--- src/design/vmlc_pkg.sv ---
// ----------------------------------------------------------------------------
// vmlc_pkg
// types and limits shared by the mode line clamp modules
// ----------------------------------------------------------------------------
package vmlc_pkg;

    localparam int IN_W = 16;
    localparam int H_W  = 13;
    localparam int V_W  = 12;

    // horizontal register caps, multiples of the 8 pixel character clock
    localparam logic [H_W-1:0] H_DISP_CAP   = 13'd4072;
    localparam logic [H_W-1:0] H_SSTART_CAP = 13'd4080;
    localparam logic [H_W-1:0] H_SEND_CAP   = 13'd4088;
    localparam logic [H_W-1:0] H_TOTAL_CAP  = 13'd4128;
    localparam logic [H_W-1:0] H_DISP_MIN   = 13'd640;
    localparam logic [H_W-1:0] H_DISP_WIDE  = 13'd2048;
    localparam logic [H_W-1:0] H_DISP_STD   = 13'd1920;
    localparam logic [H_W-1:0] H_BLANK_MIN  = 13'd80;
    localparam logic [H_W-1:0] H_STEP       = 13'd8;
    localparam logic [H_W-1:0] H_PULSE_MAX  = 13'h0f8;

    // vertical register caps
    localparam logic [V_W-1:0] V_DISP_CAP   = 12'h7fd;
    localparam logic [V_W-1:0] V_SSTART_CAP = 12'h7fe;
    localparam logic [V_W-1:0] V_SEND_CAP   = 12'h7ff;
    localparam logic [V_W-1:0] V_TOTAL_CAP  = 12'h801;
    localparam logic [V_W-1:0] V_DISP_MIN   = 12'd480;
    localparam logic [V_W-1:0] V_DISP_WIDE  = 12'd1536;
    localparam logic [V_W-1:0] V_DISP_STD   = 12'd1440;
    localparam logic [V_W-1:0] V_BLANK_MIN  = 12'd3;
    localparam logic [V_W-1:0] V_STEP       = 12'd1;
    localparam logic [V_W-1:0] V_PULSE_MAX  = 12'h00f;

    localparam logic WIDE_LIMITS_RESET = 1'b1;

    typedef struct packed {
        logic [IN_W-1:0] h_display_end;
        logic [IN_W-1:0] h_sync_lead;
        logic [IN_W-1:0] h_sync_trail;
        logic [IN_W-1:0] h_total;
        logic [IN_W-1:0] v_display_end;
        logic [IN_W-1:0] v_sync_lead;
        logic [IN_W-1:0] v_sync_trail;
        logic [IN_W-1:0] v_total;
    } t_mode_in;

    typedef struct packed {
        logic [H_W-1:0] h_display_end_out;
        logic [H_W-1:0] h_sync_lead_out;
        logic [H_W-1:0] h_sync_trail_out;
        logic [H_W-1:0] h_total_out;
        logic [V_W-1:0] v_display_end_out;
        logic [V_W-1:0] v_sync_lead_out;
        logic [V_W-1:0] v_sync_trail_out;
        logic [V_W-1:0] v_total_out;
    } t_mode_out;

endpackage

--- src/design/video_mode_line_clamp.sv ---
// ----------------------------------------------------------------------------
// video_mode_line_clamp
// corrects a display mode line so that it fits the crtc timing registers
// ----------------------------------------------------------------------------
// usage:
//   input channel i_valid / o_stall / i_data carries one requested mode line
//   per transfer; output channel o_valid / i_stall / o_data returns the
//   corrected line. one result per input, in order.
//   i_cfg_we / i_cfg_data write the wide-limits bit (1 after reset); write it
//   only while no mode line is in flight.
// path: the input transfer fills the input register, then the clamp logic
//   writes the result register, which drives o_valid and o_data.
// throughput: one mode line per cycle while i_stall is low, set by the
//   single-pass clamp logic between the two registers.
// reset: both pipeline stages empty, o_valid low, o_stall low, wide limits on.
// stall: while i_stall holds a result, the input register still takes one
//   more line; o_stall rises only when both stages are full and the output
//   is stalled, so nothing is lost or repeated.
// ----------------------------------------------------------------------------
module video_mode_line_clamp (
    input  logic                i_clk,
    input  logic                i_rst_n,
    input  logic                i_valid,
    output logic                o_stall,
    input  vmlc_pkg::t_mode_in  i_data,
    output logic                o_valid,
    input  logic                i_stall,
    output vmlc_pkg::t_mode_out o_data,
    input  logic                i_cfg_we,
    input  logic                i_cfg_data
);

    logic                r_in_valid, r_out_valid, r_wide;
    vmlc_pkg::t_mode_in  r_in;
    vmlc_pkg::t_mode_out r_out, n_out;
    logic                out_ready, in_ready, in_xfer;

    assign out_ready = !r_out_valid || !i_stall;
    assign in_ready  = !r_in_valid || out_ready;
    assign in_xfer   = i_valid && in_ready;
    assign o_stall   = !in_ready;
    assign o_valid   = r_out_valid;
    assign o_data    = r_out;

    vmlc_h_clamp u_h_clamp (
        .i_display_end (r_in.h_display_end),
        .i_sync_start  (r_in.h_sync_lead),
        .i_sync_end    (r_in.h_sync_trail),
        .i_total       (r_in.h_total),
        .i_wide        (r_wide),
        .o_display_end (n_out.h_display_end_out),
        .o_sync_start  (n_out.h_sync_lead_out),
        .o_sync_end    (n_out.h_sync_trail_out),
        .o_total       (n_out.h_total_out)
    );

    vmlc_v_clamp u_v_clamp (
        .i_display_end (r_in.v_display_end),
        .i_sync_start  (r_in.v_sync_lead),
        .i_sync_end    (r_in.v_sync_trail),
        .i_total       (r_in.v_total),
        .i_wide        (r_wide),
        .o_display_end (n_out.v_display_end_out),
        .o_sync_start  (n_out.v_sync_lead_out),
        .o_sync_end    (n_out.v_sync_trail_out),
        .o_total       (n_out.v_total_out)
    );

    always_ff @(posedge i_clk) begin
        if (!i_rst_n) begin
            r_in_valid  <= 1'b0;
            r_out_valid <= 1'b0;
            r_wide      <= vmlc_pkg::WIDE_LIMITS_RESET;
        end else begin
            if (in_ready) begin
                r_in_valid <= i_valid;
            end
            if (out_ready) begin
                r_out_valid <= r_in_valid;
            end
            if (i_cfg_we) begin
                r_wide <= i_cfg_data;
            end
        end
    end

    // payload registers, no reset
    always_ff @(posedge i_clk) begin
        if (in_xfer) begin
            r_in <= i_data;
        end
        if (out_ready && r_in_valid) begin
            r_out <= n_out;
        end
    end

    // an accepted line always lands in the input register
    a_in_capture: assert property (@(posedge i_clk) disable iff (!i_rst_n)
        (i_valid && !o_stall) |=> r_in_valid)
        else $error("accepted mode line not captured");

    // a waiting line moves on whenever the result register frees up
    a_advance: assert property (@(posedge i_clk) disable iff (!i_rst_n)
        (r_in_valid && out_ready) |=> r_out_valid)
        else $error("mode line lost between stages");

    // delivered display size always within the configured bounds
    a_h_bounds: assert property (@(posedge i_clk) disable iff (!i_rst_n)
        o_valid |-> (o_data.h_display_end_out >= vmlc_pkg::H_DISP_MIN) &&
                    (o_data.h_display_end_out <= (r_wide ? vmlc_pkg::H_DISP_WIDE
                                                         : vmlc_pkg::H_DISP_STD)))
        else $error("horizontal display end out of bounds");

    a_v_bounds: assert property (@(posedge i_clk) disable iff (!i_rst_n)
        o_valid |-> (o_data.v_display_end_out >= vmlc_pkg::V_DISP_MIN) &&
                    (o_data.v_display_end_out <= (r_wide ? vmlc_pkg::V_DISP_WIDE
                                                         : vmlc_pkg::V_DISP_STD)))
        else $error("vertical display end out of bounds");

    // horizontal display end and total stay on the character grid
    a_h_grid: assert property (@(posedge i_clk) disable iff (!i_rst_n)
        o_valid |-> (o_data.h_display_end_out[2:0] == 3'b000) &&
                    (o_data.h_total_out[2:0] == 3'b000))
        else $error("horizontal timing off the character grid");

endmodule

--- src/design/vmlc_h_clamp.sv ---
// ----------------------------------------------------------------------------
// vmlc_h_clamp
// horizontal timing correction: character alignment, caps and sync placement
// ----------------------------------------------------------------------------
module vmlc_h_clamp (
    input  logic [vmlc_pkg::IN_W-1:0] i_display_end,
    input  logic [vmlc_pkg::IN_W-1:0] i_sync_start,
    input  logic [vmlc_pkg::IN_W-1:0] i_sync_end,
    input  logic [vmlc_pkg::IN_W-1:0] i_total,
    input  logic                      i_wide,
    output logic [vmlc_pkg::H_W-1:0]  o_display_end,
    output logic [vmlc_pkg::H_W-1:0]  o_sync_start,
    output logic [vmlc_pkg::H_W-1:0]  o_sync_end,
    output logic [vmlc_pkg::H_W-1:0]  o_total
);

    logic [vmlc_pkg::IN_W-1:0] hd_a, hs_a, he_a, ht_a;
    logic [vmlc_pkg::H_W-1:0]  hd_c, hs_c, he_c, ht_c;
    logic [vmlc_pkg::H_W-1:0]  hd_f, hd_lim, hd;
    logic [vmlc_pkg::H_W-1:0]  ht_min, ht, he_max1, he1, hs_min, hs, he_max2;

    // drop the low three bits
    assign hd_a = {i_display_end[vmlc_pkg::IN_W-1:3], 3'b000};
    assign hs_a = {i_sync_start[vmlc_pkg::IN_W-1:3], 3'b000};
    assign he_a = {i_sync_end[vmlc_pkg::IN_W-1:3], 3'b000};
    assign ht_a = {i_total[vmlc_pkg::IN_W-1:3], 3'b000};

    always_comb begin
        hd_c = (hd_a > vmlc_pkg::IN_W'(vmlc_pkg::H_DISP_CAP))
             ? vmlc_pkg::H_DISP_CAP : hd_a[vmlc_pkg::H_W-1:0];
        hs_c = (hs_a > vmlc_pkg::IN_W'(vmlc_pkg::H_SSTART_CAP))
             ? vmlc_pkg::H_SSTART_CAP : hs_a[vmlc_pkg::H_W-1:0];
        he_c = (he_a > vmlc_pkg::IN_W'(vmlc_pkg::H_SEND_CAP))
             ? vmlc_pkg::H_SEND_CAP : he_a[vmlc_pkg::H_W-1:0];
        ht_c = (ht_a > vmlc_pkg::IN_W'(vmlc_pkg::H_TOTAL_CAP))
             ? vmlc_pkg::H_TOTAL_CAP : ht_a[vmlc_pkg::H_W-1:0];
    end

    always_comb begin
        hd_f   = (hd_c < vmlc_pkg::H_DISP_MIN) ? vmlc_pkg::H_DISP_MIN : hd_c;
        hd_lim = i_wide ? vmlc_pkg::H_DISP_WIDE : vmlc_pkg::H_DISP_STD;
        hd     = (hd_f > hd_lim) ? hd_lim : hd_f;

        ht_min  = hd + vmlc_pkg::H_BLANK_MIN;
        ht      = (ht_c < ht_min) ? ht_min : ht_c;
        // total is at least 720 here, no wrap
        he_max1 = ht - vmlc_pkg::H_STEP;
        he1     = (he_c > he_max1) ? he_max1 : he_c;
        hs_min  = hd + vmlc_pkg::H_STEP;
        hs      = (hs_c < hs_min) ? hs_min : hs_c;
        he_max2 = hs + vmlc_pkg::H_PULSE_MAX;
    end

    assign o_display_end = hd;
    assign o_sync_start  = hs;
    assign o_sync_end    = (he1 > he_max2) ? he_max2 : he1;
    assign o_total       = ht;

endmodule

--- src/design/vmlc_v_clamp.sv ---
// ----------------------------------------------------------------------------
// vmlc_v_clamp
// vertical timing correction: caps and sync placement at line granularity
// ----------------------------------------------------------------------------
module vmlc_v_clamp (
    input  logic [vmlc_pkg::IN_W-1:0] i_display_end,
    input  logic [vmlc_pkg::IN_W-1:0] i_sync_start,
    input  logic [vmlc_pkg::IN_W-1:0] i_sync_end,
    input  logic [vmlc_pkg::IN_W-1:0] i_total,
    input  logic                      i_wide,
    output logic [vmlc_pkg::V_W-1:0]  o_display_end,
    output logic [vmlc_pkg::V_W-1:0]  o_sync_start,
    output logic [vmlc_pkg::V_W-1:0]  o_sync_end,
    output logic [vmlc_pkg::V_W-1:0]  o_total
);

    logic [vmlc_pkg::V_W-1:0] vd_c, vs_c, ve_c, vt_c;
    logic [vmlc_pkg::V_W-1:0] vd_f, vd_lim, vd;
    logic [vmlc_pkg::V_W-1:0] vt_min, vt, ve_max1, ve1, vs_min, vs, ve_max2;

    always_comb begin
        vd_c = (i_display_end > vmlc_pkg::IN_W'(vmlc_pkg::V_DISP_CAP))
             ? vmlc_pkg::V_DISP_CAP : i_display_end[vmlc_pkg::V_W-1:0];
        vs_c = (i_sync_start > vmlc_pkg::IN_W'(vmlc_pkg::V_SSTART_CAP))
             ? vmlc_pkg::V_SSTART_CAP : i_sync_start[vmlc_pkg::V_W-1:0];
        ve_c = (i_sync_end > vmlc_pkg::IN_W'(vmlc_pkg::V_SEND_CAP))
             ? vmlc_pkg::V_SEND_CAP : i_sync_end[vmlc_pkg::V_W-1:0];
        vt_c = (i_total > vmlc_pkg::IN_W'(vmlc_pkg::V_TOTAL_CAP))
             ? vmlc_pkg::V_TOTAL_CAP : i_total[vmlc_pkg::V_W-1:0];
    end

    always_comb begin
        vd_f   = (vd_c < vmlc_pkg::V_DISP_MIN) ? vmlc_pkg::V_DISP_MIN : vd_c;
        vd_lim = i_wide ? vmlc_pkg::V_DISP_WIDE : vmlc_pkg::V_DISP_STD;
        vd     = (vd_f > vd_lim) ? vd_lim : vd_f;

        vt_min  = vd + vmlc_pkg::V_BLANK_MIN;
        vt      = (vt_c < vt_min) ? vt_min : vt_c;
        ve_max1 = vt - vmlc_pkg::V_STEP;
        ve1     = (ve_c > ve_max1) ? ve_max1 : ve_c;
        vs_min  = vd + vmlc_pkg::V_STEP;
        vs      = (vs_c < vs_min) ? vs_min : vs_c;
        ve_max2 = vs + vmlc_pkg::V_PULSE_MAX;
    end

    assign o_display_end = vd;
    assign o_sync_start  = vs;
    assign o_sync_end    = (ve1 > ve_max2) ? ve_max2 : ve1;
    assign o_total       = vt;

endmodule

--- config.mk ---
export PLATFORM = sky130hd
export DESIGN_NAME = video_mode_line_clamp
export DESIGN_NICKNAME = d
export VERILOG_FILES = /design/src/design/vmlc_pkg.sv /design/src/design/video_mode_line_clamp.sv /design/src/design/vmlc_h_clamp.sv /design/src/design/vmlc_v_clamp.sv
export SDC_FILE = /design/constraint.sdc
export NUM_CORES = 1
export LEC_CHECK = 0
export BUFFER_PORTS_ARGS = -buffer_cell sky130_fd_sc_hd__buf_2
export CORE_MARGIN = 4
export CORE_UTILIZATION = 50
export DETAILED_ROUTE_END_ITERATION = 10
export PLACE_DENSITY = 0.8
export SETUP_SLACK_MARGIN = 0.3
export SLEW_MARGIN = 20
export SYNTH_ARGS = -nofsm -noshare
export SYNTH_HDL_FRONTEND = slang
export SYNTH_SLANG_ARGS = --single-unit
--- constraint.sdc ---
create_clock -name i_clk -period 14.7 [get_ports i_clk]
set_clock_uncertainty 0.05 [all_clocks]
set_input_delay 0.735 -clock i_clk [delete_from_list [all_inputs] [get_ports i_clk]]
set_output_delay 0.735 -clock i_clk [all_outputs]
set_load 0.05 [all_outputs]
==> results.yml, run 1 <==
global_route:
  grt_max_degree: 75
  antenna_found_initial: 0
  use_met2: 0.342
  top_usage_layer: "met2"
  use_met3: 0.0346
  grt-ovfl-total: 0
  grt_pass1_wl_mm: 48.8
  grt_pass1_vias: 9151
  grt_util_all_layers: 0.216
  grt_use_met1: 0.313
clock_network:
  clockBufferDepth: 3
  htreeDepth: 1
  numCtsBuffers: 23
  cts_tree: "built"
  path_clk_slew_ns: 0.06
  clock_sinks: 207
  clkLatencyLatePin_ns: 0.50
  cts_hold_buf: 0
  clockRootBuffer: "clkbuf_16"
  cts_setup_buffers: 0
  cts_resized: 0
final_layout:
  diodes: 0
  fin_util: 0.596
  area_growth_pct: 16.5
  final_common_cell: "buf_2"
  mostFrequentLayoutCells: "buf_2 (211), edfxtp_1 (204), ha_1 (100)"
  drive_gt1_frac: 0.223
  stdcell_count: 1685
  nets: 1582
  fillers: 2039
pwr:
  power.density_nw_per_um2: 117
  p_leak_nw: 5.87
  p_switching_uw: 548
  ir_drop_mv: 0.103
  pwr-share-comb: 0.283
  seqPwrFrac: 0.425
  switching_share: 0.321
  internal-power_mw: 1.16
  power_mw: 1.71
  clkPwrFrac: 0.292
routing:
  finalWirelength_mm: 31.0
  drtAntennaViolNets: 0
  wl_per_cell_um: 18.4
  vias: 9459
  drc: 0
  drt-vias-per-instance: 5.61
  first_pass_iters: 7
  drt_iter0_markers: 880
sta:
  timing_hold_violations_final: 0
  slew_viol_final: 0
  fin_crit_sh: 0.879
  max_clock_freq_ghz: 0.0774
  setup_viol: 0
  tightest_slew_ns: 0.996
  final.setup.tns_ns: 0
  period_needed_ns: 12.92
  rsz0062_at_grt: "no"
  max-slew-margin-rel: 0.336
critical_path:
  worstPathArrival_ns: 13.12
  crit_slowest_cell: "o22ai_1"
  reg2reg_slack_ns: 1.78
  critPathLaunchType: "register"
  cpMostUsedCell: "ha_1"
  worst_ep_required_time_ns: 14.90
  worstSetupPathType: "register to register"
  critPathBufInv: 4
  worstPathMaxFanout: 28
  path_delay_family: "simple AND/OR/NAND/NOR gates"
  cp_slowest_stage_delay_ns: 0.77
  crit_path_end_kind: "register"
synthesis:
  avgSynthCellArea_sq_um: 11.2
  netlist_instances: 1120
  seq_area_frac_synth: 0.493
  synth.area.top_cells: "edfxtp_1 (49%), ha_1 (10%), mux2i_1 (3.1%)"
  yosys.area.top_type: "edfxtp_1"
  async_flop_share: 0
  netlist.area_leader.share: 0.488
  synth_edf_count: 204
  ys_ff_latch: 207
  synth_cell_type_count: 91
  yosysWarningCount: 0
  synth_flop_cell: "edfxtp_1"
  syn-cell-area_sq_um: 12600
floorplanning:
  chipWidth_um: 166
  start_util: 0.512
  die_area_sq_um: 27700
  io_pins: 236
  num_rows: 57
  die_h_um: 166
  core_area_sq_um: 24500
placed_design:
  port_buffers: 211
  dpl.hpwl_mm: 24.0
  placed_cells: 1646
  gp_congestion: 0.944
min_path:
  hold_path_class: "primary input to register"
run_status:
  outcome: "complete, no violations"
run:
  cap_violations: 0
-- path summary, 6_finish.rpt --
check | startpoint | to | cells past startpoint
worst min register to register | r_in_valid$_SDFFE_PN0N_ | o_valid$_SDFFE_PN0P_ | 2
worst max register to register | r_in[63]$_DFFE_PP_ | o_data[22]$_DFFE_PP_ | 43
worst min-delay path | i_data[83] | r_in[83]$_DFFE_PP_ | 1
worst max-delay path | r_in[63]$_DFFE_PP_ | o_data[22]$_DFFE_PP_ | 43
-- stage by stage --
step | hold slack, ns | area (sq um) | worst slack [ns]
2_1_floorplan | 0.416 | 12600 | 4.02
3_3_place_gp | 0.437 | 14000 | 2.12
3_5_place_dp | 0.467 | 14000 | 2.01
4_1_cts | 0.323 | 14600 | 1.93
5_1_grt | 0.326 | 14600 | 0.903
6_report | 0.353 | 14600 | 1.78
-- final cells by class --
class	count	area (sq um)	share of cell area
clock buffers	24	579	0.0396
clock inverters	14	70.1	0.00479
inverters	80	300	0.0205
multi-input cells	818	5970	0.408
flip-flops and latches	207	6190	0.423
well taps	324	405	0.0277
repair buffers	218	1120	0.0766
-- power groups by stage --
stage | registers (mW) | logic [mW] | clock network, mW
finish | 0.725 | 0.483 | 0.500
global route | 0.729 | 0.529 | 0.546
CTS | 0.726 | 0.478 | 0.517
detailed placement | 0.738 | 0.475 | 0
global placement | 0.736 | 0.465 | 0
floorplan | 0.812 | 0.284 | 0
-- synth_stat cells, types with 9 or more instances --
library cell / n
xnor2_1: 44
edfxtp_1: 204
inv_1: 76
nand3_1: 19
nor2b_1: 12
nor2_1: 98
and2_1: 22
nand2_1: 65
buf_4: 13
nor3b_1: 10
mux2_2: 10
ha_1: 100
a31oi_1: 11
or2_2: 12
mux2i_1: 39
xor2_1: 15
nor4_1: 9
o21a_1: 13
nand4_1: 30
o211ai_1: 12
clkbuf_1: 13
o21ai_0: 34
nor3_1: 23
a21o_1: 35
a21oi_1: 50
-- logic make-up (layout without fill, tap and decap cells) --
family / count (synthesis) / count (layout) / synth area share
and+or+nand+nor: 357 / 357 / 0.152
AOI/OAI and AO/OA: 230 / 230 / 0.132
DFF: 207 / 207 / 0.493
buffers and inverters: 113 / 336 / 0.0392
adders and majority gates: 101 / 101 / 0.101
xor gates and xnor gates: 59 / 59 / 0.0411
muxes: 51 / 51 / 0.0418
other: 2 / 20 / 0.000598
-- metal layers --
metal / vias up / share of wire
met2: 348 / 0.45
li1: 4645 / -
met4: 0 / 0.029
met1: 4409 / 0.45
met5: - / 0
met3: 57 / 0.072
-- flip-flops by register name, summed over array words and instances, names as in the netlist --
signal,count
o_data,88
o_valid,1
r_in_valid,1
r_in,116
r_wide,1
Note: power is estimated with default switching activity, not from simulation.
==> run 2, diff against run 1 <==
==> constraint.sdc (replaced) <==
create_clock -name i_clk -period 14.7 [get_ports i_clk]
set_clock_uncertainty 0.05 [all_clocks]
set_input_delay 2.94 -clock i_clk [delete_from_list [all_inputs] [get_ports i_clk]]
set_output_delay 2.94 -clock i_clk [all_outputs]
set_load 0.05 [all_outputs]
==> run 2 against run 1 <==
  * Die area did not move
  * Flip-flop and latch count did not move
  * Register-to-register slack got worse by 0.02 ns
  * Combinational power barely moved
  * Power rose by 3.9%
  * Highest routed layer unchanged
  * Largest power group unchanged
  * Critical path type unchanged
  * Maximum frequency fell by 0.17%
  * Cell area rose by 0.73%
  * Sequential power barely moved
  * First-iteration DRC count fell by 14%
  * Wire length fell by 1.2%
==> results.yml, run 2 (synthesis results as in run 1) <==
placed_design:
  placed_cells: 1646
  dpl.hpwl_mm: 23.9
  gp_congestion: 0.942
  port_buffers: 211
critical_path:
  crit_path_end_kind: "register"
  cp_slowest_stage_delay_ns: 0.76
  worstPathMaxFanout: 28
  cpMostUsedCell: "ha_1"
  crit_slowest_cell: "o22ai_1"
  r2r_end: "o_data[22]$_DFFE_PP_"
  worstRegToRegCells: 43
  reg2reg_slack_ns: 1.76
  worstSetupPathType: "register to register"
  critPathLaunchType: "register"
  worst_ep_required_time_ns: 14.90
  worstPathArrival_ns: 13.14
  regToRegStartpoint: "r_in[63]$_DFFE_PP_"
final_layout:
  area_growth_pct: 17.3
  stdcell_count: 1689
  fin_util: 0.601
  fillers: 2033
  drive_gt1_frac: 0.226
  multi_input_area_sq_um: 5970
  mostFrequentLayoutCells: "buf_2 (211), edfxtp_1 (204), ha_1 (100)"
  largest_register: "r_in"
  final_common_cell: "buf_2"
  nets: 1582
  register_area_sq_um: 6190
  largest_reg_flops: 116
  largest_registers: "r_in (116), o_data (88)"
clock_network:
  numCtsBuffers: 23
  clkLatencyLatePin_ns: 0.50
  cts_resized: 0
  cts_hold_buf: 0
  path_clk_slew_ns: 0.06
  clockBufferDepth: 3
  clockRootBuffer: "clkbuf_16"
  clock_sinks: 207
  cts_setup_buffers: 0
  htreeDepth: 1
  cts_tree: "built"
floorplanning:
  num_rows: 57
  core_area_sq_um: 24500
  die_area_sq_um: 27700
  die_h_um: 166
  start_util: 0.512
  io_pins: 236
  chipWidth_um: 166
sta:
  fin_crit_sh: 0.880
  rsz0062_at_grt: "no"
  period_needed_ns: 12.94
  tightest_slew_ns: 0.991
  max_clock_freq_ghz: 0.0773
  hold-worst-slack_ns: 0.477
  timing_hold_violations_final: 0
  slew_viol_final: 0
  setup_viol: 0
  final.setup.tns_ns: 0
  max-slew-margin-rel: 0.339
global_route:
  grt-ovfl-total: 0
  grt_pass1_wl_mm: 48.9
  grt_max_degree: 75
  antenna_found_initial: 1
  grt_util_all_layers: 0.215
  grt_pass1_vias: 9335
pwr:
  power.density_nw_per_um2: 120
  ir_drop_mv: 0.131
  p_leak_nw: 5.92
  power_mw: 1.77
min_path:
  hold_depth: 2
  hold_start: "r_in_valid$_SDFFE_PN0N_"
  hold_path_class: "register to register"
  min_to: "o_valid$_SDFFE_PN0P_"
routing:
  drt_iter0_markers: 758
  finalWirelength_mm: 30.6
  vias: 9454
  drtAntennaViolNets: 0
  wl_per_cell_um: 18.1
  drc: 0
  drt-vias-per-instance: 5.60
  first_pass_iters: 5
run_status:
  outcome: "complete, no violations"
run:
  cap_violations: 0
run 2: cell count changes in the layout (fill, tap and decap cells not counted):
cell and delta:
clkinv_1 -6, clkbuf_1 +4, bufinv_16 +3, clkbuf_8 +2
clkinv_2 +2, clkinv_4 -1, clkinvlp_4 -1, diode_2 +1
run 2: layout make-up:
type,instances,share of cell area
clock buffer,30,0.0422
inverter,80,0.0204
timing repair buffer,218,0.0761
antenna,1,0.000170
multi-input combinational,818,0.405
tap,324,0.0275
sequential,207,0.420
clock inverter,11,0.00892
run 2: worst max-delay path: cells and delay by family (launching register included):
| kind | cells | cell delay [ns] |
|---|---|---|
| flops | 1 | 0.37 |
| simple gates | 19 | 4.89 |
| mux | 3 | 0.91 |
| compound gates | 9 | 3.08 |
| buf+inv | 4 | 0.89 |
| xor+xnor | 2 | 0.69 |
| fa+ha+maj | 6 | 1.76 |
run 2: how the worst max path moves through the flow:
stage	from	endpoint	slack, ns	depth (start not counted)
global route	r_in[63]$_DFFE_PP_	o_data[14]$_DFFE_PP_	0.72	44
global placement	r_in[63]$_DFFE_PP_	o_data[22]$_DFFE_PP_	2.11	43
detailed placement	r_in[63]$_DFFE_PP_	o_data[22]$_DFFE_PP_	1.92	43
CTS	r_in[63]$_DFFE_PP_	o_data[22]$_DFFE_PP_	1.85	43
floorplan	r_in[63]$_DFFE_PP_	o_data[22]$_DFFE_PP_	4.02	52
finish	r_in[63]$_DFFE_PP_	o_data[22]$_DFFE_PP_	1.76	43
run 2: metal layers:
layer | wire (um) | global-route usage
met5 | 0 | 0
met1 | 13800 | 0.308
met4 | 987 | 0.0694
met2 | 13600 | 0.336
met3 | 2250 | 0.0351
run 2: power breakdown:
group	total (mW)	internal (mW)	switching (mW)
registers	0.725	0.709	0.0163
clock network	0.569	0.349	0.220
logic	0.480	0.170	0.310
total	1.77	1.23	0.547
run 2: per-stage QoR:
stage | instance area (sq um) | setup slack, ns
5_1_grt | 14700 | 0.724
2_1_floorplan | 12600 | 4.02
4_1_cts | 14700 | 1.85
6_report | 14700 | 1.76
3_3_place_gp | 14000 | 2.11
3_5_place_dp | 14000 | 1.92
